<file path="src/hdl/sdwp_pkg.sv">
// Shared types and constants for the second-difference window peak detector.
// No dependencies; imported by every module of the block.
package sdwp_pkg;

  localparam int DEF_INDEX_BITS  = 24;
  localparam int DEF_SAMPLE_BITS = 16;
  localparam int QUEUE_DEPTH     = 4;

  localparam int WL_BITS  = 12;
  localparam int OFF_BITS = 6;

  localparam logic [WL_BITS-1:0]  WL_RESET  = 12'd175;
  localparam logic [OFF_BITS-1:0] OFF_RESET = 6'd5;

  // register index as decoded from paddr[2]
  localparam logic REG_WINDOW_LENGTH = 1'b0;
  localparam logic REG_INDEX_OFFSET  = 1'b1;

  typedef struct packed {
    logic full;
    logic empty;
  } queue_stat_t;

endpackage

</file>
<file path="src/hdl/sdwp_front.sv">
// Front end: takes samples, forms the second difference and tracks the window maximum.
// Emits one peak record per closing window with a positive maximum. Uses sdwp_pkg.
module sdwp_front #(
  parameter int INDEX_BITS  = 24,
  parameter int SAMPLE_BITS = 16
) (
  input  logic                              clk,
  input  logic                              rst,
  input  logic                              accept,
  input  logic signed [SAMPLE_BITS-1:0]     sample,
  input  logic [sdwp_pkg::WL_BITS-1:0]      window_length,
  output logic                              push,
  output logic [INDEX_BITS-1:0]             push_index,
  output logic [SAMPLE_BITS+1:0]            push_value
);
  import sdwp_pkg::*;

  localparam int DB = SAMPLE_BITS + 2;

  logic signed [SAMPLE_BITS-1:0] older_sample;
  logic signed [SAMPLE_BITS-1:0] newer_sample;
  logic [1:0]                    warmup_count;
  logic [INDEX_BITS-1:0]         diff_index;
  logic [WL_BITS-1:0]            window_position;
  logic signed [DB-1:0]          best_value;
  logic [INDEX_BITS-1:0]         best_index;
  logic                          best_found;

  logic signed [DB-1:0] d;
  logic [WL_BITS:0]     wl_m2;
  logic [WL_BITS:0]     pos_inc;
  logic                 in_win;
  logic                 last_slot;
  logic                 take;
  logic signed [DB-1:0] cand_value;
  logic [INDEX_BITS-1:0] cand_index;
  logic                 warm;

  always_comb begin
    d = DB'(sample) - (DB'(newer_sample) <<< 1) + DB'(older_sample);
    wl_m2 = {1'b0, window_length} - (WL_BITS+1)'(2);
    pos_inc = {1'b0, window_position} + (WL_BITS+1)'(1);
    in_win = (window_length >= WL_BITS'(2)) && ({1'b0, window_position} <= wl_m2);
    last_slot = ({1'b0, window_position} == wl_m2);
    take = !best_found || (d > best_value);
    cand_value = take ? d : best_value;
    cand_index = take ? diff_index : best_index;
    warm = (warmup_count == 2'd2);
  end

  assign push       = accept && warm && in_win && last_slot && (cand_value > 0);
  assign push_index = cand_index;
  assign push_value = cand_value;

  always_ff @(posedge clk) begin
    if (rst) begin
      older_sample    <= '0;
      newer_sample    <= '0;
      warmup_count    <= '0;
      diff_index      <= '0;
      window_position <= '0;
      best_value      <= '0;
      best_index      <= '0;
      best_found      <= 1'b0;
    end else if (accept) begin
      older_sample <= newer_sample;
      newer_sample <= sample;
      if (!warm) begin
        warmup_count <= warmup_count + 2'd1;
      end else begin
        if (diff_index != {INDEX_BITS{1'b1}}) begin
          diff_index <= diff_index + INDEX_BITS'(1);
        end
        if (in_win && !last_slot) begin
          best_value <= cand_value;
          best_index <= cand_index;
          best_found <= 1'b1;
        end else begin
          best_value <= '0;
          best_index <= '0;
          best_found <= 1'b0;
        end
        if (pos_inc >= {1'b0, window_length}) begin
          window_position <= '0;
        end else begin
          window_position <= pos_inc[WL_BITS-1:0];
        end
      end
    end
  end

endmodule

</file>
<file path="src/hdl/sdwp_queue.sv">
// Short queue of peak records between front and back end.
// Register-based ring with a fill count. Uses sdwp_pkg.
module sdwp_queue #(
  parameter int WIDTH = 42,
  parameter int DEPTH = 4
) (
  input  logic                      clk,
  input  logic                      rst,
  input  logic                      push,
  input  logic [WIDTH-1:0]          push_data,
  input  logic                      pop,
  output logic [WIDTH-1:0]          pop_data,
  output sdwp_pkg::queue_stat_t     stat
);
  import sdwp_pkg::*;

  localparam int PB = (DEPTH > 1) ? $clog2(DEPTH) : 1;
  localparam int CB = $clog2(DEPTH + 1);

  logic [WIDTH-1:0] slots [DEPTH];
  logic [PB-1:0]    wr_ptr;
  logic [PB-1:0]    rd_ptr;
  logic [CB-1:0]    count;

  assign stat.full  = (count == CB'(DEPTH));
  assign stat.empty = (count == '0);
  assign pop_data   = slots[rd_ptr];

  always_ff @(posedge clk) begin
    if (push) begin
      slots[wr_ptr] <= push_data;
    end
  end

  always_ff @(posedge clk) begin
    if (rst) begin
      wr_ptr <= '0;
      rd_ptr <= '0;
      count  <= '0;
    end else begin
      if (push) begin
        wr_ptr <= (wr_ptr == PB'(DEPTH - 1)) ? '0 : wr_ptr + PB'(1);
      end
      if (pop) begin
        rd_ptr <= (rd_ptr == PB'(DEPTH - 1)) ? '0 : rd_ptr + PB'(1);
      end
      if (push && !pop) begin
        count <= count + CB'(1);
      end else if (pop && !push) begin
        count <= count - CB'(1);
      end
    end
  end

endmodule

</file>
<file path="src/hdl/sdwp_back.sv">
// Back end: pops peak records, applies the index offset and holds the output item.
// Drives the master-side stream. Uses sdwp_pkg.
module sdwp_back #(
  parameter int INDEX_BITS  = 24,
  parameter int SAMPLE_BITS = 16
) (
  input  logic                          clk,
  input  logic                          rst,
  input  sdwp_pkg::queue_stat_t         stat,
  input  logic [INDEX_BITS-1:0]         rec_index,
  input  logic [SAMPLE_BITS+1:0]        rec_value,
  input  logic [sdwp_pkg::OFF_BITS-1:0] index_offset,
  output logic                          pop,
  input  logic                          out_ready,
  output logic                          out_valid,
  output logic [INDEX_BITS:0]           peak_index,
  output logic [SAMPLE_BITS+1:0]        peak_strength
);
  import sdwp_pkg::*;

  assign pop = !stat.empty && (!out_valid || out_ready);

  always_ff @(posedge clk) begin
    if (rst) begin
      out_valid <= 1'b0;
    end else if (pop) begin
      out_valid <= 1'b1;
    end else if (out_ready) begin
      out_valid <= 1'b0;
    end
  end

  always_ff @(posedge clk) begin
    if (pop) begin
      peak_index    <= {1'b0, rec_index} - (INDEX_BITS+1)'(index_offset);
      peak_strength <= rec_value;
    end
  end

endmodule

</file>
<file path="src/hdl/ecg_second_diff_window_peak_core.sv">
// A result item is registered in the peak queue and then in the back-end output register before it is offered.
// Throughput: one sample per cycle; the front end stalls only when the four-entry
// peak queue is full, which takes a stalled output and several closing windows.
// Reset (synchronous, rst high) clears the history, counters, window maximum and queue,
// and loads window_length 175 and index_offset 5. Uses sdwp_pkg, sdwp_front,
// sdwp_queue and sdwp_back.
module ecg_second_diff_window_peak_core #(
  parameter int INDEX_BITS  = sdwp_pkg::DEF_INDEX_BITS,
  parameter int SAMPLE_BITS = sdwp_pkg::DEF_SAMPLE_BITS,
  localparam int IN_W  = ((SAMPLE_BITS + 7) / 8) * 8,
  localparam int OUT_W = ((INDEX_BITS + SAMPLE_BITS + 3 + 7) / 8) * 8
) (
  input  logic             clk,
  input  logic             rst,
  input  logic             s_tvalid,
  output logic             s_tready,
  input  logic [IN_W-1:0]  s_tdata,   // sample
  output logic             m_tvalid,
  input  logic             m_tready,
  output logic [OUT_W-1:0] m_tdata,   // peak_index, peak_strength
  input  logic             psel,
  input  logic             penable,
  input  logic             pwrite,
  input  logic [2:0]       paddr,
  input  logic [31:0]      pwdata,
  output logic [31:0]      prdata,
  output logic             pready
);
  import sdwp_pkg::*;

  localparam int REC_W = INDEX_BITS + SAMPLE_BITS + 2;

  logic [WL_BITS-1:0]     window_length;
  logic [OFF_BITS-1:0]    index_offset;
  logic                   accept;
  logic                   push;
  logic                   pop;
  logic [INDEX_BITS-1:0]  push_index;
  logic [SAMPLE_BITS+1:0] push_value;
  logic [REC_W-1:0]       rec;
  queue_stat_t            stat;
  logic [INDEX_BITS:0]    peak_index;
  logic [SAMPLE_BITS+1:0] peak_strength;

  assign pready   = 1'b1;
  assign s_tready = !stat.full;
  assign accept   = s_tvalid && s_tready;
  assign m_tdata  = OUT_W'({peak_strength, peak_index});

  always_ff @(posedge clk) begin
    if (rst) begin
      window_length <= WL_RESET;
      index_offset  <= OFF_RESET;
    end else if (psel && penable && pwrite && pready) begin
      unique case (paddr[2])
        REG_WINDOW_LENGTH: window_length <= pwdata[WL_BITS-1:0];
        REG_INDEX_OFFSET:  index_offset  <= pwdata[OFF_BITS-1:0];
        default: ;
      endcase
    end
  end

  always_comb begin
    unique case (paddr[2])
      REG_WINDOW_LENGTH: prdata = 32'(window_length);
      REG_INDEX_OFFSET:  prdata = 32'(index_offset);
      default:           prdata = '0;
    endcase
  end

  sdwp_front #(
    .INDEX_BITS  (INDEX_BITS),
    .SAMPLE_BITS (SAMPLE_BITS)
  ) u_front (
    .clk           (clk),
    .rst           (rst),
    .accept        (accept),
    .sample        (s_tdata[SAMPLE_BITS-1:0]),
    .window_length (window_length),
    .push          (push),
    .push_index    (push_index),
    .push_value    (push_value)
  );

  sdwp_queue #(
    .WIDTH (REC_W),
    .DEPTH (QUEUE_DEPTH)
  ) u_queue (
    .clk       (clk),
    .rst       (rst),
    .push      (push),
    .push_data ({push_value, push_index}),
    .pop       (pop),
    .pop_data  (rec),
    .stat      (stat)
  );

  sdwp_back #(
    .INDEX_BITS  (INDEX_BITS),
    .SAMPLE_BITS (SAMPLE_BITS)
  ) u_back (
    .clk           (clk),
    .rst           (rst),
    .stat          (stat),
    .rec_index     (rec[INDEX_BITS-1:0]),
    .rec_value     (rec[REC_W-1:INDEX_BITS]),
    .index_offset  (index_offset),
    .pop           (pop),
    .out_ready     (m_tready),
    .out_valid     (m_tvalid),
    .peak_index    (peak_index),
    .peak_strength (peak_strength)
  );

  a_push_on_accept: assert property (@(posedge clk) disable iff (rst)
    push |-> (s_tvalid && s_tready))
    else $error("peak record pushed without an accepted item");

  a_pop_not_empty: assert property (@(posedge clk) disable iff (rst)
    pop |-> !stat.empty)
    else $error("peak queue popped while empty");

  a_strength_positive: assert property (@(posedge clk) disable iff (rst)
    m_tvalid |-> (peak_strength != '0) && !peak_strength[SAMPLE_BITS+1])
    else $error("peak item offered with non-positive strength");

endmodule
</file>
<file path="config.mk">
export PLATFORM = sky130hd
export DESIGN_NAME = ecg_second_diff_window_peak_core
export DESIGN_NICKNAME = d
export VERILOG_FILES = /design/src/hdl/sdwp_pkg.sv /design/src/hdl/sdwp_front.sv /design/src/hdl/sdwp_queue.sv /design/src/hdl/sdwp_back.sv /design/src/hdl/ecg_second_diff_window_peak_core.sv
export SDC_FILE = /design/constraint.sdc
export NUM_CORES = 1
export LEC_CHECK = 0
export BUFFER_PORTS_ARGS = -buffer_cell sky130_fd_sc_hd__buf_2
export CORE_AREA = 2 2 179 181
export CTS_CLUSTER_DIAMETER = 30
export DETAILED_ROUTE_END_ITERATION = 8
export DIE_AREA = 0 0 181 183
export PLACE_DENSITY = 0.74
export SLEW_MARGIN = 20
export SYNTH_ARGS = -nofsm -noshare
export SYNTH_HDL_FRONTEND = slang
export SYNTH_SLANG_ARGS = --single-unit
</file>
<file path="constraint.sdc">
create_clock -name clk -period 18.6 [get_ports clk]
set_input_delay 1.86 -clock clk [delete_from_list [all_inputs] [get_ports clk]]
set_output_delay 1.86 -clock clk [all_outputs]
set_load 0.01 [all_outputs]
</file>
Word-level counts from Yosys, hierarchy flattened
Memory sizes are Yosys's and may differ from the RTL's. A register that Yosys moved wholly into a read port is not among the register bits.
Index checks and enable logic that the tools add are counted.

word-level totals
  register bits = 182
  memory bits (writable) = 168
  input bits = 58
  memories = 1

memories
  memory         words  width  read ports  clocked after Yosys merged registers in  write ports  line              text
  u_queue.slots  4      42     1           1                                        1            sdwp_queue.sv:20  logic [WIDTH-1:0] slots [DEPTH];

operators by class
  $add $sub $neg = 11
  order comparisons = 5
  equal/unequal tests = 6
  muxes and demuxes = 17
  bitwise logic cells = 2
  reduce and logical (&&, ||, !) cells = 29

operators by type and width
  operator                                                            number
  one-hot mux 32 bit (2 select lines)                                 1
  2-to-1 mux 24 bit                                                   2
  2-to-1 mux 18 bit                                                   2
  subtractor 24 x 6 -> 25 bit                                         1
  adder 24 x 1 -> 24 bit, second input constant                       1
  inequality test 24 bit, second input constant                       1
  adder 18 x 16 -> 18 bit                                             1
  greater-than comparator 18 x 1 -> 1 bit, second input constant      1
  greater-than comparator 18 bit                                      1
  subtractor 16 x 17 -> 18 bit                                        1
  adder 12 x 1 -> 13 bit, second input constant                       1
  == test 12 x 13 -> 1 bit                                            1
  greater-or-equal comparator 13 x 12 -> 1 bit                        1
  <= comparator 12 x 13 -> 1 bit                                      1
  subtractor 12 x 2 -> 13 bit, second input constant                  1
  greater-or-equal comparator 12 x 2 -> 1 bit, second input constant  1
  logical AND 1 bit                                                   12
  2-to-1 mux 12 bit                                                   1
  2-to-1 mux 2 bit                                                    4
  AND reduction 2 bit                                                 4
  zero test 1 bit                                                     7
  adder 2 x 1 -> 2 bit, second input constant                         3
  == test 2 bit, second input constant                                3
  2-to-1 mux 3 bit                                                    2
  9 further kinds                                                     16

Longest topological paths before layout
  depth after elaboration = 11
  gate-level depth with buffers = 26

By module
A second synthesis with hierarchy kept.

unflattened totals
  cells, all modules = 1,398
  area total of the unflattened synthesis = 17,397.9 µm²

modules (own cells, without submodules)
  module                            times used  cells each  area an instance (µm²)  seq. area each (µm²)
  sdwp_front                        1           877         7,783.7                 2,262.2
  sdwp_queue                        1           264         6,553.8                 5,225.0
  sdwp_back                         1           137         1,974.4                 1,311.3
  ecg_second_diff_window_peak_core  1           120         1,086.0                 360.3

Least setup slack after synthesis
OpenSTA, ideal clock, no wires.

  kind = input port to flip-flop
  start = input s_tdata[7]
  end = memory u_queue.slots[3][0] (enable)
  setup time = 0.404 ns
  data arrival time = 6.971 ns
  data required time = 18.196 ns
  setup slack = 11.226 ns
  stages on the path = 20
  path buffers = 1
  cell sequence = inv_1 -> fa_1 -> inv_1 -> ha_1 -> a21o_1 -> a221o_1 -> a21oi_1 -> a21oi_1 -> nor4_1 -> nor2_1 -> ha_1 -> nand4_1 -> nor2_1 -> nand3_1 -> o21ai_0 -> nand2_1 -> buf_1 -> a211oi_1 -> o211a_4 -> and2_1

on the way
  word-level cells in the longest chain between the ends = 9

ends and longest elaborated chain
  item                                         line                                    text
  start: declaration                           ecg_second_diff_window_peak_core.sv:17  input logic [IN_W-1:0] s_tdata,
  subtractor 16 x 17 -> 18 bit (*)             sdwp_front.sv:40                        d = DB'(sample) - (DB'(newer_sample) <<< 1) + DB'(older_sample);
  adder 18 x 16 -> 18 bit (*)                  sdwp_front.sv:40
  greater-than comparator 18 bit               sdwp_front.sv:45                        take = !best_found || (d > best_value);
  logical OR 1 bit                             sdwp_front.sv:45
  2-to-1 mux 18 bit (*)                        sdwp_front.sv:46                        cand_value = take ? d : best_value;
  greater-than comparator 18 x 1 -> 1 bit (*)  sdwp_front.sv:51                        assign push = accept && warm && in_win && last_slot && (cand_value > 0);
  logical AND 1 bit (*)                        sdwp_front.sv:51
  named net push                               ecg_second_diff_window_peak_core.sv:36  logic push;
  2-to-1 mux 1 bit (*)                         sdwp_queue.sv:30                        if (push) begin
  2-to-1 mux 1 bit (implied by the code) (*)   sdwp_queue.sv:31                        slots[wr_ptr] <= push_data;
  end: declaration                             sdwp_queue.sv:20

The timed path passes the listed nets; every way through them passes the cells marked *.

Worst setup path in the final report
  start = input s_tdata[8]
  end = register u_queue.count[2]

on the way
  word-level cells in the longest chain between the ends = 10

ends and longest elaborated chain
  item                                         line                                    text
  subtractor 16 x 17 -> 18 bit (*)             sdwp_front.sv:40
  adder 18 x 16 -> 18 bit (*)                  sdwp_front.sv:40
  greater-than comparator 18 bit               sdwp_front.sv:45
  logical OR 1 bit                             sdwp_front.sv:45
  2-to-1 mux 18 bit (*)                        sdwp_front.sv:46
  greater-than comparator 18 x 1 -> 1 bit (*)  sdwp_front.sv:51
  logical AND 1 bit (*)                        sdwp_front.sv:51
  named net push                               ecg_second_diff_window_peak_core.sv:36
  zero test 1 bit                              sdwp_queue.sv:49                        end else if (pop && !push) begin
  logical AND 1 bit                            sdwp_queue.sv:49
  nonzero test 2 bit (no line)                 n/a
  end signal: assignment                       sdwp_queue.sv:48                        count <= count + CB'(1);
  end signal: assignment                       sdwp_queue.sv:50                        count <= count - CB'(1);
  end: declaration                             sdwp_queue.sv:23                        logic [CB-1:0] count;

Marks and branches as above.
A chain may end at the register's enable or synchronous reset.

==> metrics.yaml <==
run_status: "complete, no violations"
core.rowCount: 65
reg2regPathDepth: 24
total_drc_errors_in_the_routed_layout: 0
grt_antenna_before_repair: 0
root_buffer: "clkbuf_16"
placed_cells_incl_taps: 1912
clock_slew_seen_by_the_registers_of_the_worst_setup_and_hold_paths_ns: 0.05
dpl_cell_area_um2: 17640
critical-path-slowest-cell: "fa_1"
boundaryPins: 141
slew_headroom_pct: 30.48
worst_ep_required_time_ns: 19.08
wl_per_cell_um: 16.69
cap_violations: 0
place_worst_setup_slack_ns: 10.70
tightest_slew_ns: 1.040
critical_path.max_stage_delay_ns: 0.53
timing.final.ws_setup_ns: 11.20
vdd_ir_drop_max_v: 0.00008166
grt_util_all_layers_pct: 21.04
crit_buf_inv: 4
power_density_nw_per_um2: 147.5
initial_utilization_pct: 53.98
multi_input_comb_area_um2: 6925
core_region_area_um2: 31230
post-dp-hpwl_mm: 21.08
ys_seq_area_share_pct: 54.33
fin_setup_tns_ns: 0
synth_top_flop_cell: "edfxtp_1"
power_leakage_nw: 7.660
crit_family: "simple AND/OR/NAND/NOR gates"
wire_length_of_the_first_global_routing_pass_mm: 56.26
grt_overflow: 0
route.antenna.remaining_nets: 0
final-setup-viol-count: 0
clock_insertion_delay_worst_skew_ns: 0.57
ys_ff_latch: 352
power.total_mw: 2.978
synth-edff-count: 211
yosysWarnings: 0
final_common_cell: "edfxtp_1"
holdPathEnd: "u_front.older_sample[8]"
holdCritStartpoint: "u_front.older_sample[8]"
start_kind: "input pin"
dr.pass1.iters: 5
rrSetupSlack_ns: 12.33
worstPathMaxFanout: 15
cts.sink_count: 352
hold_class: "reg2reg"
yosysUniqueCellTypes: 68
first_global_vias: 11450
final-instance-count-excl-fill: 2044
synth.cell_area_um2: 16860
final_period_minus_worst_setup_slack_ns: 7.399
detailroute.via_count: 11240
die_h_um: 183
h-tree-depth: 3
post-route-period-util_pct: 39.78
detail_route.iter0.violations: 554
grt_max_degree: 77
syn_to_final_growth_pct: 19.72
postLayoutCellArea_um2: 20180
worstHoldPathCells: 2
worst_r2r_endpoint: "u_queue.count[2]"
cts_inserted_buffers: 71
place.gp.congestion: 0.8615
place.port_buffers: 92
cts_tree: "yes"
hold_viol: 0
clock.fmax_mhz: 135.2
routed_via_density: 5.500
num_antenna_cells: 0
end_kind: "flip-flop"
final-seq-area_um2: 9161
cts.hold.buffers_added: 0
die_w_um: 181
syn_inst: 1461
postCtsResizedCells: 0
rsz0062_at_grt: "no"
critPathKind: "in2reg"
drt-total-wl_mm: 34.12
synthesis.area_per_instance_um2: 11.54
regToRegStartpoint: "u_front.newer_sample[7]"
timing.clock.skew_ns: 0.02447
die_area_um2: 33120
synth_async_reset_ratio_pct: 0
final_max_slew_viol_count: 0
final_net_count: 1734
layout-drive-gt1-share_pct: 20.46
post-cts-setup-buffer-count: 0
crit_arrival_ns: 7.88
final_cell_mix: "edfxtp_1, nor2_1, dfxtp_1"
fillerInstances: 2435
clock_path_buffers: 3
cell families after synthesis:
kind of cell | share of synthesized area (%)
other | 0.04455
flip-flops | 54.33
adder cells (fa/ha/maj) | 7.704
AO/OA/AOI/OAI | 8.543
buffers and inverters | 5.321
AND/OR/NAND/NOR | 11.46
multiplexers | 8.913
XOR/XNOR | 3.689
worst max path at each step:
stage,start,to,slack (ns),depth (start not counted)
6_report,s_tdata[8],u_queue.count[2],11.20,26
3_3_place_gp,s_tdata[7],u_queue.count[2],10.79,26
2_1_floorplan,s_tdata[7],u_queue.slots[3][0],11.23,20
3_5_place_dp,s_tdata[8],u_queue.count[2],10.70,26
5_1_grt,s_tdata[8],u_queue.count[2],10.74,26
4_1_cts,s_tdata[8],u_queue.count[2],11.25,26
worst register-to-register path, delay by kind of cell (launching register included):
kind | cells | cell delay (ns)
simple gates | 10 | 2.44
fa+ha+maj | 5 | 1.67
compound gates | 6 | 1.56
flops | 1 | 0.34
buf+inv | 2 | 0.11
xor+xnor | 1 | 0.08
per-layer routing:
layer | GRT usage (%) | share of wire (%)
met3 | 4.269 | 4.9
met4 | 7.187 | 2.1
met2 | 36.85 | 50
met1 | 26.19 | 43
met5 | 0 | 0
synthesized netlist by cell type, drive strengths merged (13+ instances only):
cell type | number | area share (%)
nand3 | 17 | 0.50
fa | 18 | 2.1
nor2b | 13 | 0.48
mux2i | 14 | 0.83
nor3 | 24 | 0.71
ha | 75 | 5.6
a22oi | 41 | 1.8
buf | 37 | 1.4
clkbuf | 42 | 0.94
xnor2 | 35 | 1.8
nor2 | 144 | 3.2
mux4 | 42 | 5.6
nand2 | 125 | 2.8
a21oi | 68 | 2.0
xor2 | 36 | 1.9
nand4 | 19 | 0.71
edfxtp | 211 | 38
o21ai | 44 | 1.3
dfxtp | 141 | 17
mux2 | 37 | 2.5
inv | 132 | 2.9
through the flow:
stage                     utilization (%)  hold WS (ns)
after floorplan                         -        0.4363
after global placement              56.47        0.4417
after detailed placement            56.47        0.4469
after CTS                           64.62        0.4534
after global routing                64.63        0.4700
final                               64.63        0.4521
power breakdown:
| group | internal (mW) | switching, mW |
|---|---|---|
| clock network | 0.857 | 0.451 |
| registers | 0.957 | 0.0307 |
| logic | 0.272 | 0.410 |
final cells by class:
class | count | share of cell area, %
multi-input combinational | 922 | 34.31
clock inverter | 50 | 2.932
inverter | 132 | 2.455
clock buffer | 82 | 9.677
tap | 402 | 2.492
timing repair buffer | 104 | 2.740
sequential | 352 | 45.39
state kept, by name, summed over array words and instances, names as in the netlist, named ones only:
signal                   flops
u_queue.slots              168
u_back.peak_strength        18
u_front.older_sample        16
u_queue.count                3
u_back.peak_index           25
window_length               12
u_queue.rd_ptr               2
u_front.window_position     12
u_front.warmup_count         2
u_front.best_found           1
u_back.out_valid             1
u_front.diff_index          24
u_queue.wr_ptr               2
index_offset                 6
u_front.best_value          18
u_front.newer_sample        16
u_front.best_index          24
No activity file was read; power rests on OpenSTA's default activity.
